File: src/spef_pkg.sv
// Shared types and constants for the safety-protected event queue.
package spef_pkg;

    localparam int QUEUE_DEPTH_DEF = 16;
    localparam int DATA_BITS_DEF   = 32;
    localparam int TYPE_W          = 8;
    localparam int TIME_W          = 32;
    localparam int DROP_W          = 32;
    localparam int CFG_INDEX_W     = 1;
    localparam int CFG_DATA_W      = 8;

    // Request codes carried on the command field.
    localparam logic CMD_PUSH = 1'b0;
    localparam logic CMD_POP  = 1'b1;

    // Configuration register indexes.
    localparam logic [CFG_INDEX_W-1:0] CFG_SAFETY_FIRST = 1'b0;
    localparam logic [CFG_INDEX_W-1:0] CFG_SAFETY_LAST  = 1'b1;

    // Update strobes and the safety range, broadcast to every queue cell.
    typedef struct packed {
        logic              shift;
        logic              append;
        logic              overwrite;
        logic [TYPE_W-1:0] safe_first;
        logic [TYPE_W-1:0] safe_last;
    } cell_ctrl_t;

endpackage

File: src/spef_cell.sv
// One queue cell: holds one event and takes part in the oldest-ordinary-entry search.
module spef_cell #(
    parameter int DATA_BITS = spef_pkg::DATA_BITS_DEF
) (
    input  logic                       clk,
    input  spef_pkg::cell_ctrl_t       ctrl,
    input  logic                       in_use,
    input  logic                       is_tail,
    input  logic                       found_in,
    output logic                       found_out,
    input  logic [spef_pkg::TYPE_W-1:0] new_type,
    input  logic [spef_pkg::TIME_W-1:0] new_time,
    input  logic [DATA_BITS-1:0]        new_data,
    input  logic [spef_pkg::TYPE_W-1:0] up_type,
    input  logic [spef_pkg::TIME_W-1:0] up_time,
    input  logic [DATA_BITS-1:0]        up_data,
    output logic [spef_pkg::TYPE_W-1:0] cell_type,
    output logic [spef_pkg::TIME_W-1:0] cell_time,
    output logic [DATA_BITS-1:0]        cell_data
);

    logic [spef_pkg::TYPE_W-1:0] type_reg, type_next;
    logic [spef_pkg::TIME_W-1:0] time_reg, time_next;
    logic [DATA_BITS-1:0]        data_reg, data_next;
    logic                        safe;
    logic                        ordinary;

    assign safe      = (type_reg >= ctrl.safe_first) && (type_reg <= ctrl.safe_last);
    assign ordinary  = in_use && !safe;
    // The search result ripples toward the newer end of the queue.
    assign found_out = found_in || ordinary;

    always_comb
    begin
        type_next = type_reg;
        time_next = time_reg;
        data_next = data_reg;
        priority if (ctrl.shift)
        begin
            type_next = up_type;
            time_next = up_time;
            data_next = up_data;
        end
        else if ((ctrl.append && is_tail) || (ctrl.overwrite && ordinary && !found_in))
        begin
            type_next = new_type;
            time_next = new_time;
            data_next = new_data;
        end
        else
        begin
            // The stored event stays as it is.
            type_next = type_reg;
            time_next = time_reg;
            data_next = data_reg;
        end
    end

    always_ff @(posedge clk)
    begin
        type_reg <= type_next;
        time_reg <= time_next;
        data_reg <= data_next;
    end

    assign cell_type = type_reg;
    assign cell_time = time_reg;
    assign cell_data = data_reg;

endmodule

File: src/safety_protected_event_fifo.sv
// Top level of the safety-protected event queue: handshake, control and the row of cells.
//
// The block takes one request at a time on the input channel (in_valid/in_ready).
// A push request carries an event type, a timestamp (zero means take now_ms) and
// a payload; a pop request returns the oldest stored event. Each request yields
// exactly one response on the output channel (out_valid/out_ready) with the status
// flags, the popped fields (zero unless a pop returned an entry), the fill level
// and the saturating count of dropped ordinary events.
// The request is captured at the edge that accepts it; in the following execute
// cycle the cells update and the search for the oldest ordinary entry ripples
// along the row of QUEUE_DEPTH cells. The response is registered in the output
// register when the execute cycle completes, and no new request is taken before
// that, since in_ready is low during the execute cycle.
// The output register parts the two sides, so a new request is accepted while a
// response still waits. If the receiver stalls, the captured request holds in the
// execute cycle until the output register is free; nothing is lost.
// Reset empties the queue, clears the drop counter and sets both safety range
// bounds to zero. No clearing pass is needed: stored entries are only ever read
// below the fill level. Configuration writes take effect on the next edge.
module safety_protected_event_fifo #(
    parameter int QUEUE_DEPTH = spef_pkg::QUEUE_DEPTH_DEF,
    parameter int DATA_BITS   = spef_pkg::DATA_BITS_DEF
) (
    input  logic                               clk,
    input  logic                               rst_n,
    input  logic                               cfg_we,
    input  logic [spef_pkg::CFG_INDEX_W-1:0]   cfg_index,
    input  logic [spef_pkg::CFG_DATA_W-1:0]    cfg_wdata,
    input  logic                               in_valid,
    output logic                               in_ready,
    input  logic                               command,
    input  logic [spef_pkg::TYPE_W-1:0]        event_type,
    input  logic [spef_pkg::TIME_W-1:0]        event_time_ms,
    input  logic [DATA_BITS-1:0]               event_data,
    input  logic [spef_pkg::TIME_W-1:0]        now_ms,
    output logic                               out_valid,
    input  logic                               out_ready,
    output logic                               ok,
    output logic                               overwrote,
    output logic [spef_pkg::TYPE_W-1:0]        popped_type,
    output logic [spef_pkg::TIME_W-1:0]        popped_time_ms,
    output logic [DATA_BITS-1:0]               popped_data,
    output logic [$clog2(QUEUE_DEPTH+1)-1:0]   fill_level,
    output logic [spef_pkg::DROP_W-1:0]        drops_seen
);

    localparam int CNT_W = $clog2(QUEUE_DEPTH + 1);

    typedef enum logic [1:0] {
        ST_IDLE = 2'b01,
        ST_EXEC = 2'b10
    } state_t;

    state_t state_reg, state_next;

    logic [spef_pkg::TYPE_W-1:0] first_reg, first_next;
    logic [spef_pkg::TYPE_W-1:0] last_reg, last_next;
    logic [CNT_W-1:0]            count_reg, count_next;
    logic [spef_pkg::DROP_W-1:0] drops_reg, drops_next;

    // Captured request; the timestamp is already resolved against now_ms.
    logic                        req_cmd_reg, req_cmd_next;
    logic [spef_pkg::TYPE_W-1:0] req_type_reg, req_type_next;
    logic [spef_pkg::TIME_W-1:0] req_time_reg, req_time_next;
    logic [DATA_BITS-1:0]        req_data_reg, req_data_next;

    // Response register.
    logic                        out_valid_reg, out_valid_next;
    logic                        out_ok_reg, out_ok_next;
    logic                        out_over_reg, out_over_next;
    logic [spef_pkg::TYPE_W-1:0] out_type_reg, out_type_next;
    logic [spef_pkg::TIME_W-1:0] out_time_reg, out_time_next;
    logic [DATA_BITS-1:0]        out_data_reg, out_data_next;

    spef_pkg::cell_ctrl_t        ctrl;
    logic [QUEUE_DEPTH:0]        found;
    logic [spef_pkg::TYPE_W-1:0] cell_type [QUEUE_DEPTH];
    logic [spef_pkg::TIME_W-1:0] cell_time [QUEUE_DEPTH];
    logic [DATA_BITS-1:0]        cell_data [QUEUE_DEPTH];

    logic accept;
    logic go;
    logic is_push;
    logic full;
    logic empty;
    logic new_safe;
    logic hit;

    assign in_ready = (state_reg == ST_IDLE);
    assign accept   = in_valid && in_ready;
    // The execute cycle completes only when the response register can take its result.
    assign go       = (state_reg == ST_EXEC) && (!out_valid_reg || out_ready);

    assign is_push  = (req_cmd_reg == spef_pkg::CMD_PUSH);
    assign full     = (count_reg == CNT_W'(QUEUE_DEPTH));
    assign empty    = (count_reg == '0);
    assign new_safe = (req_type_reg >= first_reg) && (req_type_reg <= last_reg);
    assign hit      = found[QUEUE_DEPTH];

    always_comb
    begin
        ctrl.shift      = go && !is_push && !empty;
        ctrl.append     = go && is_push && !full;
        ctrl.overwrite  = go && is_push && full && new_safe;
        ctrl.safe_first = first_reg;
        ctrl.safe_last  = last_reg;
    end

    // Cell 0 holds the oldest event; a pop shifts every cell one place toward it.
    assign found[0] = 1'b0;

    for (genvar i = 0; i < QUEUE_DEPTH; i++)
    begin : g_cell
        logic [spef_pkg::TYPE_W-1:0] up_type;
        logic [spef_pkg::TIME_W-1:0] up_time;
        logic [DATA_BITS-1:0]        up_data;

        if (i == QUEUE_DEPTH - 1)
        begin : g_end
            assign up_type = req_type_reg;
            assign up_time = req_time_reg;
            assign up_data = req_data_reg;
        end
        else
        begin : g_mid
            assign up_type = cell_type[i+1];
            assign up_time = cell_time[i+1];
            assign up_data = cell_data[i+1];
        end

        spef_cell #(
            .DATA_BITS (DATA_BITS)
        ) u_cell (
            .clk       (clk),
            .ctrl      (ctrl),
            .in_use    (count_reg > CNT_W'(i)),
            .is_tail   (count_reg == CNT_W'(i)),
            .found_in  (found[i]),
            .found_out (found[i+1]),
            .new_type  (req_type_reg),
            .new_time  (req_time_reg),
            .new_data  (req_data_reg),
            .up_type   (up_type),
            .up_time   (up_time),
            .up_data   (up_data),
            .cell_type (cell_type[i]),
            .cell_time (cell_time[i]),
            .cell_data (cell_data[i])
        );
    end

    always_comb
    begin
        first_next = first_reg;
        last_next  = last_reg;
        if (cfg_we)
        begin
            unique case (cfg_index)
                spef_pkg::CFG_SAFETY_FIRST: first_next = cfg_wdata;
                spef_pkg::CFG_SAFETY_LAST:  last_next  = cfg_wdata;
                default:                    ;
            endcase
        end
    end

    always_comb
    begin
        req_cmd_next  = req_cmd_reg;
        req_type_next = req_type_reg;
        req_time_next = req_time_reg;
        req_data_next = req_data_reg;
        if (accept)
        begin
            req_cmd_next  = command;
            req_type_next = event_type;
            req_time_next = (event_time_ms == '0) ? now_ms : event_time_ms;
            req_data_next = event_data;
        end
    end

    always_comb
    begin
        state_next = state_reg;
        unique case (state_reg)
            ST_IDLE:
            begin
                if (accept)
                begin
                    state_next = ST_EXEC;
                end
            end
            ST_EXEC:
            begin
                if (go)
                begin
                    state_next = ST_IDLE;
                end
            end
            default:
            begin
                state_next = ST_IDLE;
            end
        endcase
    end

    // Queue bookkeeping and the response for the request in the execute cycle.
    always_comb
    begin
        count_next     = count_reg;
        drops_next     = drops_reg;
        out_valid_next = out_valid_reg;
        out_ok_next    = out_ok_reg;
        out_over_next  = out_over_reg;
        out_type_next  = out_type_reg;
        out_time_next  = out_time_reg;
        out_data_next  = out_data_reg;

        if (out_ready)
        begin
            out_valid_next = 1'b0;
        end

        if (go)
        begin
            out_valid_next = 1'b1;
            out_ok_next    = 1'b0;
            out_over_next  = 1'b0;
            out_type_next  = '0;
            out_time_next  = '0;
            out_data_next  = '0;
            if (is_push)
            begin
                priority if (!full)
                begin
                    count_next  = count_reg + CNT_W'(1);
                    out_ok_next = 1'b1;
                end
                else if (new_safe)
                begin
                    // Overwrites the oldest ordinary entry; if none, dropped uncounted.
                    out_ok_next   = hit;
                    out_over_next = hit;
                end
                else
                begin
                    // An ordinary event is dropped; the counter saturates.
                    if (drops_reg != '1)
                    begin
                        drops_next = drops_reg + spef_pkg::DROP_W'(1);
                    end
                end
            end
            else if (!empty)
            begin
                count_next    = count_reg - CNT_W'(1);
                out_ok_next   = 1'b1;
                out_type_next = cell_type[0];
                out_time_next = cell_time[0];
                out_data_next = cell_data[0];
            end
        end
    end

    always_ff @(posedge clk or negedge rst_n)
    begin
        if (!rst_n)
        begin
            state_reg     <= ST_IDLE;
            first_reg     <= '0;
            last_reg      <= '0;
            count_reg     <= '0;
            drops_reg     <= '0;
            out_valid_reg <= 1'b0;
        end
        else
        begin
            state_reg     <= state_next;
            first_reg     <= first_next;
            last_reg      <= last_next;
            count_reg     <= count_next;
            drops_reg     <= drops_next;
            out_valid_reg <= out_valid_next;
        end
    end

    always_ff @(posedge clk)
    begin
        req_cmd_reg  <= req_cmd_next;
        req_type_reg <= req_type_next;
        req_time_reg <= req_time_next;
        req_data_reg <= req_data_next;
        out_ok_reg   <= out_ok_next;
        out_over_reg <= out_over_next;
        out_type_reg <= out_type_next;
        out_time_reg <= out_time_next;
        out_data_reg <= out_data_next;
    end

    // Fill level and drop count only change in an execute cycle, which waits
    // for the response register, so they hold steady while a response is shown.
    assign out_valid      = out_valid_reg;
    assign ok             = out_ok_reg;
    assign overwrote      = out_over_reg;
    assign popped_type    = out_type_reg;
    assign popped_time_ms = out_time_reg;
    assign popped_data    = out_data_reg;
    assign fill_level     = count_reg;
    assign drops_seen     = drops_reg;

endmodule
File: config.mk
export PLATFORM = sky130hd
export DESIGN_NAME = safety_protected_event_fifo
export DESIGN_NICKNAME = d
export VERILOG_FILES = /design/src/spef_pkg.sv /design/src/spef_cell.sv /design/src/safety_protected_event_fifo.sv
export SDC_FILE = /design/constraint.sdc
export NUM_CORES = 2
export LEC_CHECK = 0
export BUFFER_PORTS_ARGS = -buffer_cell sky130_fd_sc_hd__buf_2
export CORE_UTILIZATION = 57
export CTS_BUF_LIST = sky130_fd_sc_hd__clkbuf_4
export DETAILED_ROUTE_END_ITERATION = 8
export GPL_TIMING_DRIVEN = 0
export MAX_ROUTING_LAYER = met4
export PLACE_DENSITY = 0.8
export SLEW_MARGIN = 20
export SYNTH_ARGS = -nofsm -noshare
export SYNTH_HDL_FRONTEND = slang
export SYNTH_SLANG_ARGS = --single-unit
File: constraint.sdc
create_clock -name clk -period 7.9 [get_ports clk]
set_input_delay 0.79 -clock clk [delete_from_list [all_inputs] [get_ports clk]]
set_output_delay 0.79 -clock clk [all_outputs]
set_load 0.02 [all_outputs]
==> results.ini <==
[status]
status=complete, no violations

[power]
peakVddDrop_mv=0.1566
p_leak_uw=0.02658
p_per_area_nw_per_um2=239.8

[sta]
fin_crit_sh_pct=71.34
clock_skew_ns=0.1218
max_freq_ghz=0.1774
fin_setup_tns_ns=0
min_period_ns=5.636
slew_viol_final=0
grt_setup_unrepaired=no
setup_ws_ns=2.264
worst_pin_slew_ns=1.269
finalHoldViolations=0
relSlewSlack_pct=14.89
setup_viol=0

[worst_setup_path]
rrSetupSlack_ns=2.26
crit_fanout=17
cp_data_arrival_time_ns=6.51
critPathCaptureType=flip-flop
critical_path_class=flip-flop to flip-flop
r2r-start=last_reg[1]
cp-start-kind=flip-flop
worstPathRequired_ns=8.77
crit_start=last_reg[1]
reg2reg_depth=13

[route]
routed_via_density=5.644
wl_microns=152800
wl_met2_microns=73170
drtIter0Drc=4329
wl_met3_microns=15060
highest_layer=met4
first_pass_iters=7
wl_per_cell_microns=21.08
num_vias=40911
final_antenna_net_count=0
wl_met1_microns=59850
drc=0

[logic_synthesis]
synth_fp_nets=5294
synthesis.area_sq_um=57950
yosysTopAreaCell=edfxtp_1
ys.flop_type=edfxtp_1
yosysUniqueCellTypes=72
synth_cells=4897
ys_warn_count=0
syn_area_per_cell_sq_um=11.83
async_flop_share_pct=4.133
synth_area_leaders=edfxtp_1, nand2_1, ha_1, dfrtp_1, clkbuf_1
synth_top_area_share_pct=67.32
synth_edf_count=1299
synth_seq_cells=1355
yosysSeqAreaShare_pct=69.74

[cts]
cts_tree=built
htreeDepth=5
path_clk_slew_ns=0.06
worstSkewPairLatency_ns=1.25
postCtsSetupBuffers=0
cts_max_path_buffers=4
cts_resized=0
cts_sinks=1355
postCtsHoldBufs=120
root_buffer=clkbuf_4
cts_buffers=353

[die]
die_h_microns=320.8
die-area_sq_um=102900
die_w_microns=320.8
core-area_sq_um=100400
fp-row-count=116
io_pins=232
initial_core_util_pct=57.70

[global_routing]
antenna_found_initial=4
grt_max_degree=58
grt_pass1_wl_microns=230700
grt_overflow_total=0
grt_pass1_vias=40683
grt_use_total_pct=30.73

[worst_hold_path]
hold_class=input port to asynchronous set/reset pin

[layout]
nets=6060
layout_common_cells=nand2_1, edfxtp_1, clkbuf_4, ha_1, buf_2
layout_commonest_cell=nand2_1
area_delta_synth_final_pct=16.88
final_layout_size_suffix_gt1_share_pct=14.79

[place]
io_buffers=231
dpl.hpwl_microns=102600
place.gp.congestion=0.9115
dp_slack_ns=2.665

[flow_run]
drv_cap=0

[cell families after synthesis]
| kind of cell | share of synthesized area (%) |
|---|---|
| AO/OA/AOI/OAI | 3.494 |
| XOR/XNOR | 0.5290 |
| flip-flops | 69.74 |
| AND/OR/NAND/NOR | 18.23 |
| buffers and inverters | 1.796 |
| adder cells (fa/ha/maj) | 6.003 |
| multiplexers | 0.2116 |
[path summary, 6_finish.rpt]
| path | to |
|---|---|
| max | g_cell[13].u_cell.cell_time[28] |
| min | last_reg[5] |
| max reg2reg | g_cell[13].u_cell.cell_time[28] |
| min reg2reg | g_cell[15].u_cell.cell_time[15] |
| max in group asynchronous | last_reg[0] |
| min in group clk | g_cell[15].up_data[31] |
[routing by layer]
| metal | vias to the layer above | track usage, % |
|---|---|---|
| met5 | - | - |
| met4 | 0 | 10.92 |
| met3 | 355 | 6.095 |
| met2 | 2120 | 48.98 |
| met1 | 19810 | 39.49 |
| li1 | 18626 | - |
[Yosys cell counts, drive strengths merged, types with 3 or more instances]
master / instances
a211o: 3
a211oi: 8
a21o: 55
a21oi: 104
a22oi: 6
a31oi: 17
and2: 75
and3: 11
and4: 4
buf: 22
clkbuf: 201
dfrtp: 55
edfxtp: 1299
ha: 278
inv: 47
mux2: 10
nand2: 2280
nand2b: 12
nand3: 43
nand4: 42
nor2: 59
nor2b: 30
nor3: 24
nor3b: 4
nor4: 18
o2111ai: 3
o211ai: 14
o21ai: 82
o21bai: 3
o22ai: 3
o31ai: 6
or2: 7
or3: 3
or4b: 4
xnor2: 14
xor2: 21
[layout make-up]
class | count | area (sq um)
inverter | 47 | 178.9
buffer | 223 | 870.8
timing repair buffer | 411 | 3724
sequential | 1355 | 40410
clock inverter | 94 | 540.5
tap | 1357 | 1698
clock buffer | 479 | 3596
antenna | 10 | 25.02
fill | 6896 | 32710
multi-input combinational | 3272 | 16680
[power by group]
part,leakage [uW],switching (uW),internal [uW]
Combinational,0.0116,1400,642
Sequential,0.0125,154,8280
Clock,0.00246,2790,2980
Total,0.0266,4340,11900
[through the flow]
| stage | power [uW] | instance area (sq um) | utilization (%) | cells | hold WS (ns) |
|---|---|---|---|---|---|
| global placement | 10400 | 60800 | 60.54 | 6485 | 0.4356 |
| global route | 16880 | 67720 | 67.42 | 7245 | 0.1711 |
| finish | 16240 | 67730 | 67.43 | 7248 | 0.2201 |
| CTS | 16250 | 67700 | 67.40 | 7238 | 0.1342 |
| detailed placement | 10520 | 62360 | 62.09 | 6545 | 0.4357 |
| floorplan | 9727 | 57950 | - | 4897 | 0.4262 |
[worst max-delay path: stages, from the launching register on]
cell and delay [ns]:
dfrtp_1 0.36, clkinv_1 0.88, ha_1 0.68, nor2b_1 0.15, o211ai_1 0.16, a21oi_1 0.09
nor3_1 0.25, a32o_1 0.35, or4b_1 0.55, or4b_4 0.63, o21ai_4 0.58, buf_16 0.25
buf_16 0.18, buf_16 0.16
No activity file was read; power rests on OpenSTA's default activity.
